### src/design/skq_pkg.sv
package skq_pkg;

  localparam int unsigned OP_W = 2;
  localparam int unsigned ST_W = 2;
  localparam int unsigned ID_W = 32;
  localparam int unsigned KEY_W = 16;
  localparam int unsigned HOUR_W = 5;
  localparam int unsigned MIN_W = 6;
  localparam int unsigned PASS_W = 10;
  localparam int unsigned FUEL_W = 16;

  localparam int unsigned IN_FIELDS_W = ID_W + KEY_W + HOUR_W + MIN_W + PASS_W + FUEL_W;
  localparam int unsigned IN_DATA_W = ((IN_FIELDS_W + 7) / 8) * 8;

  localparam logic [OP_W-1:0] CMD_INSERT = 2'd0;
  localparam logic [OP_W-1:0] CMD_POP    = 2'd1;
  localparam logic [OP_W-1:0] CMD_REMOVE = 2'd2;

  localparam logic [ST_W-1:0] ST_OK        = 2'd0;
  localparam logic [ST_W-1:0] ST_FULL      = 2'd1;
  localparam logic [ST_W-1:0] ST_EMPTY     = 2'd2;
  localparam logic [ST_W-1:0] ST_NOT_FOUND = 2'd3;

  // id sits in the lowest bits
  typedef struct packed {
    logic              emergency;
    logic [FUEL_W-1:0] fuel;
    logic [PASS_W-1:0] passengers;
    logic [MIN_W-1:0]  minute;
    logic [HOUR_W-1:0] hour;
    logic [KEY_W-1:0]  key;
    logic [ID_W-1:0]   id;
  } skq_entry_t;

  localparam int unsigned ENTRY_W = $bits(skq_entry_t);

  typedef struct packed {
    logic            load;
    logic            emit;
    logic            do_insert;
    logic            do_shift;
    logic [ST_W-1:0] status;
  } skq_cmd_t;

  typedef struct packed {
    logic [OP_W-1:0] opcode;
    logic            full;
    logic            empty;
    logic            found;
  } skq_stat_t;

endpackage

### src/design/skq_ctrl.sv
module skq_ctrl
  import skq_pkg::*;
(
  input  logic      clk,
  input  logic      rst,
  input  logic      in_valid,
  output logic      in_ready,
  output logic      out_valid,
  input  logic      out_ready,
  input  skq_stat_t stat,
  output skq_cmd_t  cmd
);

  typedef enum logic [1:0] {
    S_IDLE = 2'b01,
    S_EXEC = 2'b10
  } state_t;

  state_t state, state_next;
  logic   out_valid_next;
  logic   out_free;

  assign in_ready = (state == S_IDLE);
  assign out_free = !out_valid || out_ready;

  always_comb begin
    state_next     = state;
    out_valid_next = out_valid && !out_ready;
    cmd            = '0;
    cmd.status     = ST_OK;
    case (state)
      S_IDLE: begin
        if (in_valid) begin
          cmd.load   = 1'b1;
          state_next = S_EXEC;
        end
      end
      S_EXEC: begin
        if (out_free) begin
          cmd.emit       = 1'b1;
          out_valid_next = 1'b1;
          state_next     = S_IDLE;
          case (stat.opcode)
            CMD_INSERT: begin
              if (stat.full) cmd.status = ST_FULL;
              else cmd.do_insert = 1'b1;
            end
            CMD_POP: begin
              if (stat.empty) cmd.status = ST_EMPTY;
              else cmd.do_shift = 1'b1;
            end
            CMD_REMOVE: begin
              if (stat.empty) cmd.status = ST_EMPTY;
              else if (!stat.found) cmd.status = ST_NOT_FOUND;
              else cmd.do_shift = 1'b1;
            end
            default: begin
              cmd.status = ST_OK;
            end
          endcase
        end
      end
      default: begin
        state_next = S_IDLE;
      end
    endcase
  end

  always_ff @(posedge clk) begin
    if (rst) begin
      state     <= S_IDLE;
      out_valid <= 1'b0;
    end else begin
      state     <= state_next;
      out_valid <= out_valid_next;
    end
  end

endmodule

### src/design/skq_datapath.sv
module skq_datapath
  import skq_pkg::*;
#(
  parameter int unsigned QUEUE_DEPTH = 16,
  parameter int unsigned CNT_W = $clog2(QUEUE_DEPTH + 1)
) (
  input  logic             clk,
  input  logic             rst,
  input  skq_cmd_t         cmd,
  input  logic [OP_W-1:0]  in_op,
  input  skq_entry_t       in_entry,
  output skq_stat_t        stat,
  output logic [ST_W-1:0]  out_status,
  output skq_entry_t       out_entry,
  output logic [CNT_W-1:0] out_count
);

  localparam int unsigned LOG_D = $clog2(QUEUE_DEPTH);

  skq_entry_t             cells [QUEUE_DEPTH];
  skq_entry_t             new_entry;
  logic [OP_W-1:0]        op;
  logic [QUEUE_DEPTH-1:0] gt;
  logic [QUEUE_DEPTH-1:0] match;
  logic [CNT_W-1:0]       count;
  logic [CNT_W-1:0]       count_next;

  logic [QUEUE_DEPTH-1:0] valid;
  logic [QUEUE_DEPTH-1:0] gt_v;
  logic [QUEUE_DEPTH-1:0] sel;
  logic [QUEUE_DEPTH-1:0] shift_mask;
  logic [QUEUE_DEPTH-1:0] match_pre;
  logic [ENTRY_W-1:0]     sel_bits;

  always_comb begin
    for (int i = 0; i < QUEUE_DEPTH; i++) begin
      valid[i] = (CNT_W'(i) < count);
    end
  end

  assign gt_v = gt & valid;

  // first matching cell counted from the head, or the head cell on a pop
  always_comb begin
    match_pre = match & valid;
    for (int s = 0; s < LOG_D; s++) begin
      match_pre = match_pre | (match_pre << (1 << s));
    end
    if (op == CMD_POP) begin
      sel        = {{(QUEUE_DEPTH-1){1'b0}}, valid[0]};
      shift_mask = '1;
    end else begin
      sel        = match & valid & ~(match_pre << 1);
      shift_mask = match_pre;
    end
  end

  always_comb begin
    sel_bits = '0;
    for (int i = 0; i < QUEUE_DEPTH; i++) begin
      sel_bits = sel_bits | (cells[i] & {ENTRY_W{sel[i]}});
    end
  end

  assign stat.opcode = op;
  assign stat.full   = (count == CNT_W'(QUEUE_DEPTH));
  assign stat.empty  = (count == '0);
  assign stat.found  = |sel;

  always_comb begin
    count_next = count;
    if (cmd.do_insert) count_next = count + CNT_W'(1);
    else if (cmd.do_shift) count_next = count - CNT_W'(1);
  end

  always_ff @(posedge clk) begin
    if (cmd.load) begin
      op        <= in_op;
      new_entry <= in_entry;
      for (int i = 0; i < QUEUE_DEPTH; i++) begin
        gt[i]    <= (in_entry.key > cells[i].key);
        match[i] <= (in_entry.id == cells[i].id);
      end
    end
    if (cmd.emit) begin
      out_status <= cmd.status;
      out_entry  <= cmd.do_shift ? skq_entry_t'(sel_bits) : '0;
      out_count  <= count_next;
    end
  end

  always_ff @(posedge clk) begin
    if (rst) begin
      count <= '0;
    end else begin
      count <= count_next;
    end
  end

  for (genvar g = 0; g < QUEUE_DEPTH; g++) begin : g_cell
    skq_entry_t from_prev;
    skq_entry_t from_next;
    logic       take_new;

    if (g == 0) begin : g_head
      assign from_prev = new_entry;
      assign take_new  = 1'b1;
    end else begin : g_body
      assign from_prev = cells[g-1];
      assign take_new  = gt_v[g-1];
    end

    if (g == QUEUE_DEPTH - 1) begin : g_tail
      assign from_next = cells[g];
    end else begin : g_mid
      assign from_next = cells[g+1];
    end

    always_ff @(posedge clk) begin
      if (cmd.do_insert && !gt_v[g]) begin
        cells[g] <= take_new ? new_entry : from_prev;
      end else if (cmd.do_shift && shift_mask[g]) begin
        cells[g] <= from_next;
      end
    end
  end

endmodule

### src/design/sorted_key_queue.sv
// channel | dir | tdata (low bit up)                                | tuser
// s_*     | in  | entry_id, sort_key, sched_hour, sched_minute,     | command
//         |     | passengers, fuel_left                             |
// m_*     | out | out_id, out_key, out_hour, out_minute,            | status
//         |     | out_passengers, out_fuel, out_emergency, occupancy |
//
// Each command: a load step registers the key and id compares of all cells,
// then an execute step inserts or shifts the cell array and loads the result.
// One command at a time; the next is taken while the result still waits.
// rst clears the occupancy and the handshake state; cell contents are kept.
// A stalled result holds the array until m_tready frees the output register.
module sorted_key_queue
  import skq_pkg::*;
#(
  parameter int unsigned QUEUE_DEPTH = 16,
  localparam int unsigned CNT_W = $clog2(QUEUE_DEPTH + 1),
  localparam int unsigned OUT_W = ((ENTRY_W + CNT_W + 7) / 8) * 8
) (
  input  logic                 clk,
  input  logic                 rst,
  input  logic                 s_tvalid,
  output logic                 s_tready,
  input  logic [IN_DATA_W-1:0] s_tdata,  // entry_id, sort_key, sched_hour, sched_minute,
                                         // passengers, fuel_left
  input  logic [OP_W-1:0]      s_tuser,  // command
  output logic                 m_tvalid,
  input  logic                 m_tready,
  output logic [OUT_W-1:0]     m_tdata,  // out_id, out_key, out_hour, out_minute,
                                         // out_passengers, out_fuel, out_emergency, occupancy
  output logic [ST_W-1:0]      m_tuser   // status
);

  skq_cmd_t         cmd;
  skq_stat_t        stat;
  skq_entry_t       in_entry;
  skq_entry_t       out_entry;
  logic [CNT_W-1:0] out_count;

  assign in_entry.id         = s_tdata[ID_W-1:0];
  assign in_entry.key        = s_tdata[ID_W +: KEY_W];
  assign in_entry.hour       = s_tdata[ID_W+KEY_W +: HOUR_W];
  assign in_entry.minute     = s_tdata[ID_W+KEY_W+HOUR_W +: MIN_W];
  assign in_entry.passengers = s_tdata[ID_W+KEY_W+HOUR_W+MIN_W +: PASS_W];
  assign in_entry.fuel       = s_tdata[ID_W+KEY_W+HOUR_W+MIN_W+PASS_W +: FUEL_W];
  assign in_entry.emergency  = (s_tdata[ID_W+KEY_W+HOUR_W+MIN_W+PASS_W +: FUEL_W] == '0);

  skq_ctrl u_ctrl (
    .clk       (clk),
    .rst       (rst),
    .in_valid  (s_tvalid),
    .in_ready  (s_tready),
    .out_valid (m_tvalid),
    .out_ready (m_tready),
    .stat      (stat),
    .cmd       (cmd)
  );

  skq_datapath #(
    .QUEUE_DEPTH (QUEUE_DEPTH),
    .CNT_W       (CNT_W)
  ) u_datapath (
    .clk        (clk),
    .rst        (rst),
    .cmd        (cmd),
    .in_op      (s_tuser),
    .in_entry   (in_entry),
    .stat       (stat),
    .out_status (m_tuser),
    .out_entry  (out_entry),
    .out_count  (out_count)
  );

  assign m_tdata = OUT_W'({out_count, out_entry});

endmodule

### config.mk
export PLATFORM = sky130hd
export DESIGN_NAME = sorted_key_queue
export DESIGN_NICKNAME = d
export VERILOG_FILES = /design/src/design/skq_pkg.sv /design/src/design/skq_ctrl.sv /design/src/design/skq_datapath.sv /design/src/design/sorted_key_queue.sv
export SDC_FILE = /design/constraint.sdc
export NUM_CORES = 2
export LEC_CHECK = 0
export ABC_CLOCK_PERIOD_IN_PS = 24600
export BUFFER_PORTS_ARGS = -buffer_cell sky130_fd_sc_hd__buf_4
export CORE_MARGIN = 2
export CORE_UTILIZATION = 30
export DETAILED_ROUTE_END_ITERATION = 10
export GPL_TIMING_DRIVEN = 0
export PLACE_DENSITY = 0.45
export SYNTH_ARGS = -nofsm -noshare
export SYNTH_HDL_FRONTEND = slang
export SYNTH_SLANG_ARGS = --single-unit
### constraint.sdc
create_clock -name clk -period 24.6 [get_ports clk]
set_input_delay 0 -clock clk [delete_from_list [all_inputs] [get_ports clk]]
set_output_delay 0 -clock clk [all_outputs]
set_load 0.01 [all_outputs]
-- Yosys cells after proc, flatten, opt, wreduce, memory -nomap -nowiden
Memories as Yosys holds them, arrays and structs flattened.
Index checks and enable logic that the tools add are counted.
- add/subtract/negate cells: 2
- reductions and logical operators: 58
- eq/ne operators: 23
- magnitude comparators: 32
- bitwise logic cells: 55
- multiplexer cells: 135
- operator list (operator ; count):
    two-way mux 86 bit ; 31
    AND 86 bit ; 16
    OR 86 bit ; 15
    == test 32 bit ; 16
    greater-than comparator 16 bit ; 16
    two-way mux 1 bit ; 90
    OR 16 bit ; 4
    AND 16 bit ; 3
    less-than comparator 4 x 5 -> 1 bit, first input constant ; 8
    logical AND 1 bit ; 33
    two-way mux 16 bit ; 2
    less-than comparator 3 x 5 -> 1 bit, first input constant ; 4
    two-way mux 5 bit ; 4
    logical NOT 1 bit ; 18
    logical NOT 16 bit ; 1
    NOT 16 bit ; 1
    OR 1 bit ; 16
    OR reduction 16 bit ; 1
    less-than comparator 1 x 5 -> 1 bit, first input constant ; 2
    less-than comparator 2 x 5 -> 1 bit, first input constant ; 2
    two-way mux 2 bit ; 5
    case mux 2 bit (3 select lines) ; 1
    adder 5 x 1 -> 5 bit, second input constant ; 1
    == test 5 bit, second input constant ; 1
    11 further kinds ; 14
- memory bits (writable): 1376
- word-level logic and storage cells: 328
- output and inout port bits: 100
- memories: 1
- register bits: 221
- bits of input ports: 94
- memory list (name ; depth ; bits a word ; read ports ; clocked after Yosys merged registers in ; wr ports ; RTL line ; source):
    u_datapath.cells ; 16 ; 86 ; 16 ; 0 ; 16 ; skq_datapath.sv:20 ; skq_entry_t cells [QUEUE_DEPTH];

-- Longest topological paths before layout
- word-level depth: 25
- gate-level depth with buffers: 15
- gate-level depth less buffers: 9

-- Modules after synthesis
From an unflattened synthesis, not the netlist that was laid out.
- cells, all modules: 9109
- area total of the unflattened synthesis: 96174.7 µm²
- modules (own cells, without submodules) (module ; sequential area each (µm²) ; cells each ; area an instance (µm²) ; instances):
    skq_datapath ; 47815.9 ; 9069 ; 95835.7 ; 1
    skq_ctrl ; 60.1 ; 29 ; 264.0 ; 1
    sorted_key_queue ; 0.0 ; 11 ; 75.1 ; 1

-- Worst setup path after synthesis
Ideal clock, no wire load.
- kind: register -> register
- from: reg u_datapath.count[1]
- to: mem u_datapath.cells[0][100] (netlist bit), enable pin
- stages on the path, launching flop included: 13
- path buffers: 4
- data required time: 23951 ps
- arrival: 8451 ps
- library setup time: 649 ps
- slack: 15500 ps
- period minus slack after synthesis: 9100 ps
- path through: dfxtp_1 -> clkbuf_1 -> clkbuf_1 -> inv_1 -> ha_1 -> nor4b_1 -> nor4b_1 -> nand2_1 -> a311oi_2 -> nor2_1 -> buf_2 -> clkbuf_1 -> o21ai_0
- RTL lines (what ; RTL line ; source):
    from (decl) ; skq_datapath.sv:25 ; logic [CNT_W-1:0] count;
    from (signal assigned) ; skq_datapath.sv:96 ; count <= count_next;
    to (decl) ; skq_datapath.sv:20 ;

-- Worst setup path in the final report
- from: reg u_datapath.count[1]
- to: reg, netlist name u_datapath.out_entry[0]
- cells in the longest elaborated chain, start to end: 25
- elaborated cells on any way between the ends: 63
- those cells by class: order compare (16); mux (7); bitwise (38); reduce/logical (2)
- RTL lines (what ; RTL line ; source):
    less-than comparator 1 x 5 -> 1 bit ; skq_datapath.sv:37 ; valid[i] = (CNT_W'(i) < count);
    AND 16 bit ; skq_datapath.sv:45, skq_datapath.sv:53 ;
    OR 16 bit (4 in series) ; skq_datapath.sv:47 ; match_pre = match_pre | (match_pre << (1 << s));
    NOT 16 bit ; skq_datapath.sv:53 ; sel = match & valid & ~(match_pre << 1);
    AND 16 bit ; skq_datapath.sv:53 ;
    two-way mux 16 bit ; skq_datapath.sv:49 ; if (op == CMD_POP) begin
    AND 86 bit ; skq_datapath.sv:61 ; sel_bits = sel_bits | (cells[i] & {ENTRY_W{sel[i]}});
    OR 86 bit (15 in series) ; skq_datapath.sv:61 ;
Parallel ways exist; a longest one is shown, timed or not.
A chain may end at the register's enable or synchronous reset.

==> results.md <==
* Post-Synthesis Cell Area at 0.09864 mm²
* Most frequent cells in the layout: 1,589 x edfxtp_1, 957 x mux2i_1, 793 x nor2_1
* CP Class: reg -> reg
* First-pass GRT wire length at 865,600 µm
* Post-synth top area share at 48.37%
* Drt drc at 0
* Max VDD drop at 0.05956 mV
* Pwr Density at 55.30 mW/mm²
* Register area at 0.04788 mm²
* Pin count of the biggest net entering global routing at 55
* Post-CTS Setup Bufs at 0
* Routed WL at 683,100 µm
* WP data required at 25.17 ns
* Startpoint Class: flip-flop
* LEAKAGE at 46.78 nW
* Vias at 88,830
* Nets at 9,744
* Cell taking the most area after synthesis: edfxtp_1
* Syn. warnings at 0
* Hold Fails Final Rpt at 0
* Netlist cell types at 76
* GR Layer Usage met2 at 57.11%
* Clk Latency, worst-skew pair at 0.98 ns
* Most Crowded Layer GR: met2
* Final period utilization at 29.83%
* Drt pass-1 iters at 9
* Die Y at 577.4 µm
* Min-Delay Path Class: in -> reg
* Post-route ant nets at 0
* Total power at 6.521 mW
* Clock slew at the register clock pins of the worst setup and hold paths at 0.06 ns
* Seq cells post-synth at 1,597
* Met3 usage at 14.18%
* RePlAce Congestion at 1.060
* Power share of the clock group at 47.2%
* Clock Skews at 0.08803 ns
* Fin crit period at 7.337 ns
* Crit-path max FO at 10
* Area contributors post-synth: edfxtp_1 48%, mux2i_1 9.7%, mux2_2 8.9%, xor2_1 4.5%, a21oi_1 3.9%
* Crit path capture type: flip-flop
* Initial DRC Count at 14,380
* Port-buffer cells at 185
* Hold buffers post-CTS at 164
* CTS Buf Count at 208
* Detailed Place HPWL at 517,800 µm
* Net Sw Power at 1.734 mW
* Grt total ovfl at 0
* Finished Layout Cells at 13,990
* Core area at 0.3271 mm²
* WL/cell at 48.82 µm
* Int Pwr at 4.788 mW
* Ratio of cells with drive above 1 in the final layout at 19.25%
* Status: finished, violations left
* RSZ-0062 raised after global routing: no
* Die Area at 0.3334 mm²
* Post-synth EDFFs at 1,589
* Switching share of power at 26.59%
* H-tree depth at 4
* Antenna violations before repair at 137
* Vias in the first global route at 82,540
* Total track usage at 39.75%
* Clk sinks at 1,597
* Share of flip-flops with an asynchronous set or reset at 0%
* Clock Path Buffers at 4
* CTS root buf: clkbuf_16
* Hold Slack at 0.03077 ns
* Failing checks: capacitance limit, slew limit
* Final TNS setup at 0 ns
* CTS tree: built
* GR Util met1 at 50.62%
* Commonest non-fill, non-tap cell in the layout: edfxtp_1
* Seq pwr share at 46.5%
* Seq/Total Area, Yosys at 48.53%
* Cells after Synth at 8,648
* Comb pwr share at 6.2%
* Post-Syn Area per Cell at 11.41 µm²
* Crit path DAT at 7.91 ns
* # resized after CTS at 0
* Predominant post-synthesis flop cell: edfxtp_1
* Pins Over Slew Limit at 394
* Footprint of the multi-input gates at 0.04700 mm²
* Die span in x at 577.4 µm
* # IOs at 194
* Setup-failing EPs final at 0
* Initial Util at 30.15%
* Max_slew headroom at -14.00%
* Fillers at 32,600
* Placed insts at 13,350
* P&R area growth vs syn at 19.54%
* Vias per inst at 6.348
* Max Cap Viol at 49
* Fmax achieved at 136.3 MHz
* Placement Rows at 210
* Worst Tran Pin Value at 1.710 ns
## cells in the mapped netlist (51+ instances only)
library cell     n
a22o_1          81
nand4_1        157
edfxtp_1      1589
mux2i_1        957
buf_2          152
nand2_1        248
xor2_1         512
nor2_1         794
ha_1           264
nor4_1         138
a21o_1          70
clkbuf_1       500
inv_1          271
o21ai_0        140
buf_1           51
and2_1          87
nand3_1        120
and4_1          75
a222oi_1        90
a22oi_1        181
a21oi_1        770
a221oi_1        93
a31oi_1        121
mux2_2         781
## through the flow
step / util (%) / instance area [µm²] / worst slack, ns
final: 36.05 / 117900 / 17.26
after global routing: 35.98 / 117700 / 17.62
after CTS: 35.92 / 117500 / 17.70
after detailed placement: 33.47 / 109500 / 17.73
after global placement: 32.25 / 105500 / 1.231
after floorplan: - / 98660 / 15.50
## critical path, cell delays in order, from the launching register on
cell and delay (ns):
dfxtp_1 0.31, clkbuf_1 0.20, a211oi_1 0.46, nor2b_1 0.09, clkbuf_1 0.53, or4b_4 0.76
nor4_4 0.93, buf_8 0.27, buf_2 0.91, clkbuf_1 1.17, a22oi_1 0.24, a31oi_1 1.01
## state kept, by name, indices dropped and copies added, names as in the netlist
signal	count
u_datapath.out_status	2
u_datapath.cells	1376
u_datapath.out_entry	86
u_datapath.out_count	5
u_datapath.g_cell.from_prev	86
u_datapath.op	2
u_datapath.gt	16
u_ctrl.state	2
u_datapath.count	5
u_datapath.match	16
u_ctrl.out_valid	1
## layout make-up
cell class                 count  share of cell area (%)
tap                         4346                   4.611
timing repair buffer         524                   5.676
multi-input combinational   6052                   39.86
sequential                  1597                   40.60
buffer                       732                   2.757
antenna                       99                  0.2101
inverter                     271                  0.8669
clock buffer                 264                   4.610
clock inverter               108                  0.8117
## logic make-up (layout without fill, tap and decap cells)
family	count (synthesis)	in the layout	share of synthesized area, %
adder cells (fa/ha/maj)	264	264	3.349
buffers and inverters	1003	1899	4.162
multiplexers	1808	1808	19.58
AO/OA/AOI/OAI	1735	1735	11.31
other	1	104	0.003802
XOR/XNOR	514	514	4.564
AND/OR/NAND/NOR	1726	1726	8.504
flip-flops	1597	1597	48.53
## path summary, 6_finish.rpt
kind / from / end / slack [ns] / cells past startpoint
max: u_datapath.count[1] / u_datapath.out_entry[0] / 17.26 / 11
min: s_tdata[80] / u_datapath.g_cell[0].from_prev[85] / 0.03 / 4
max reg2reg: u_datapath.count[1] / u_datapath.out_entry[0] / 17.26 / 11
min reg2reg: u_datapath.cells[0][313] / u_datapath.cells[0][227] / 0.58 / 2
## per-layer routing
layer  share of wire, %  routed length, µm
met4                6.7              45850
met5              0.095                650
met3                 12              78630
met1                 40             272700
met2                 42             285200
## power by group through the flow
stage / logic [mW] / registers [mW] / clock network, mW
2_1_floorplan: 0.152 / 3.07 / 0
3_3_place_gp: 0.352 / 3.10 / 0
3_5_place_dp: 0.367 / 3.09 / 0
4_1_cts: 0.391 / 3.03 / 3.09
5_1_grt: 0.408 / 3.03 / 3.17
6_report: 0.407 / 3.03 / 3.08
Note: power is estimated with default switching activity, not from simulation.
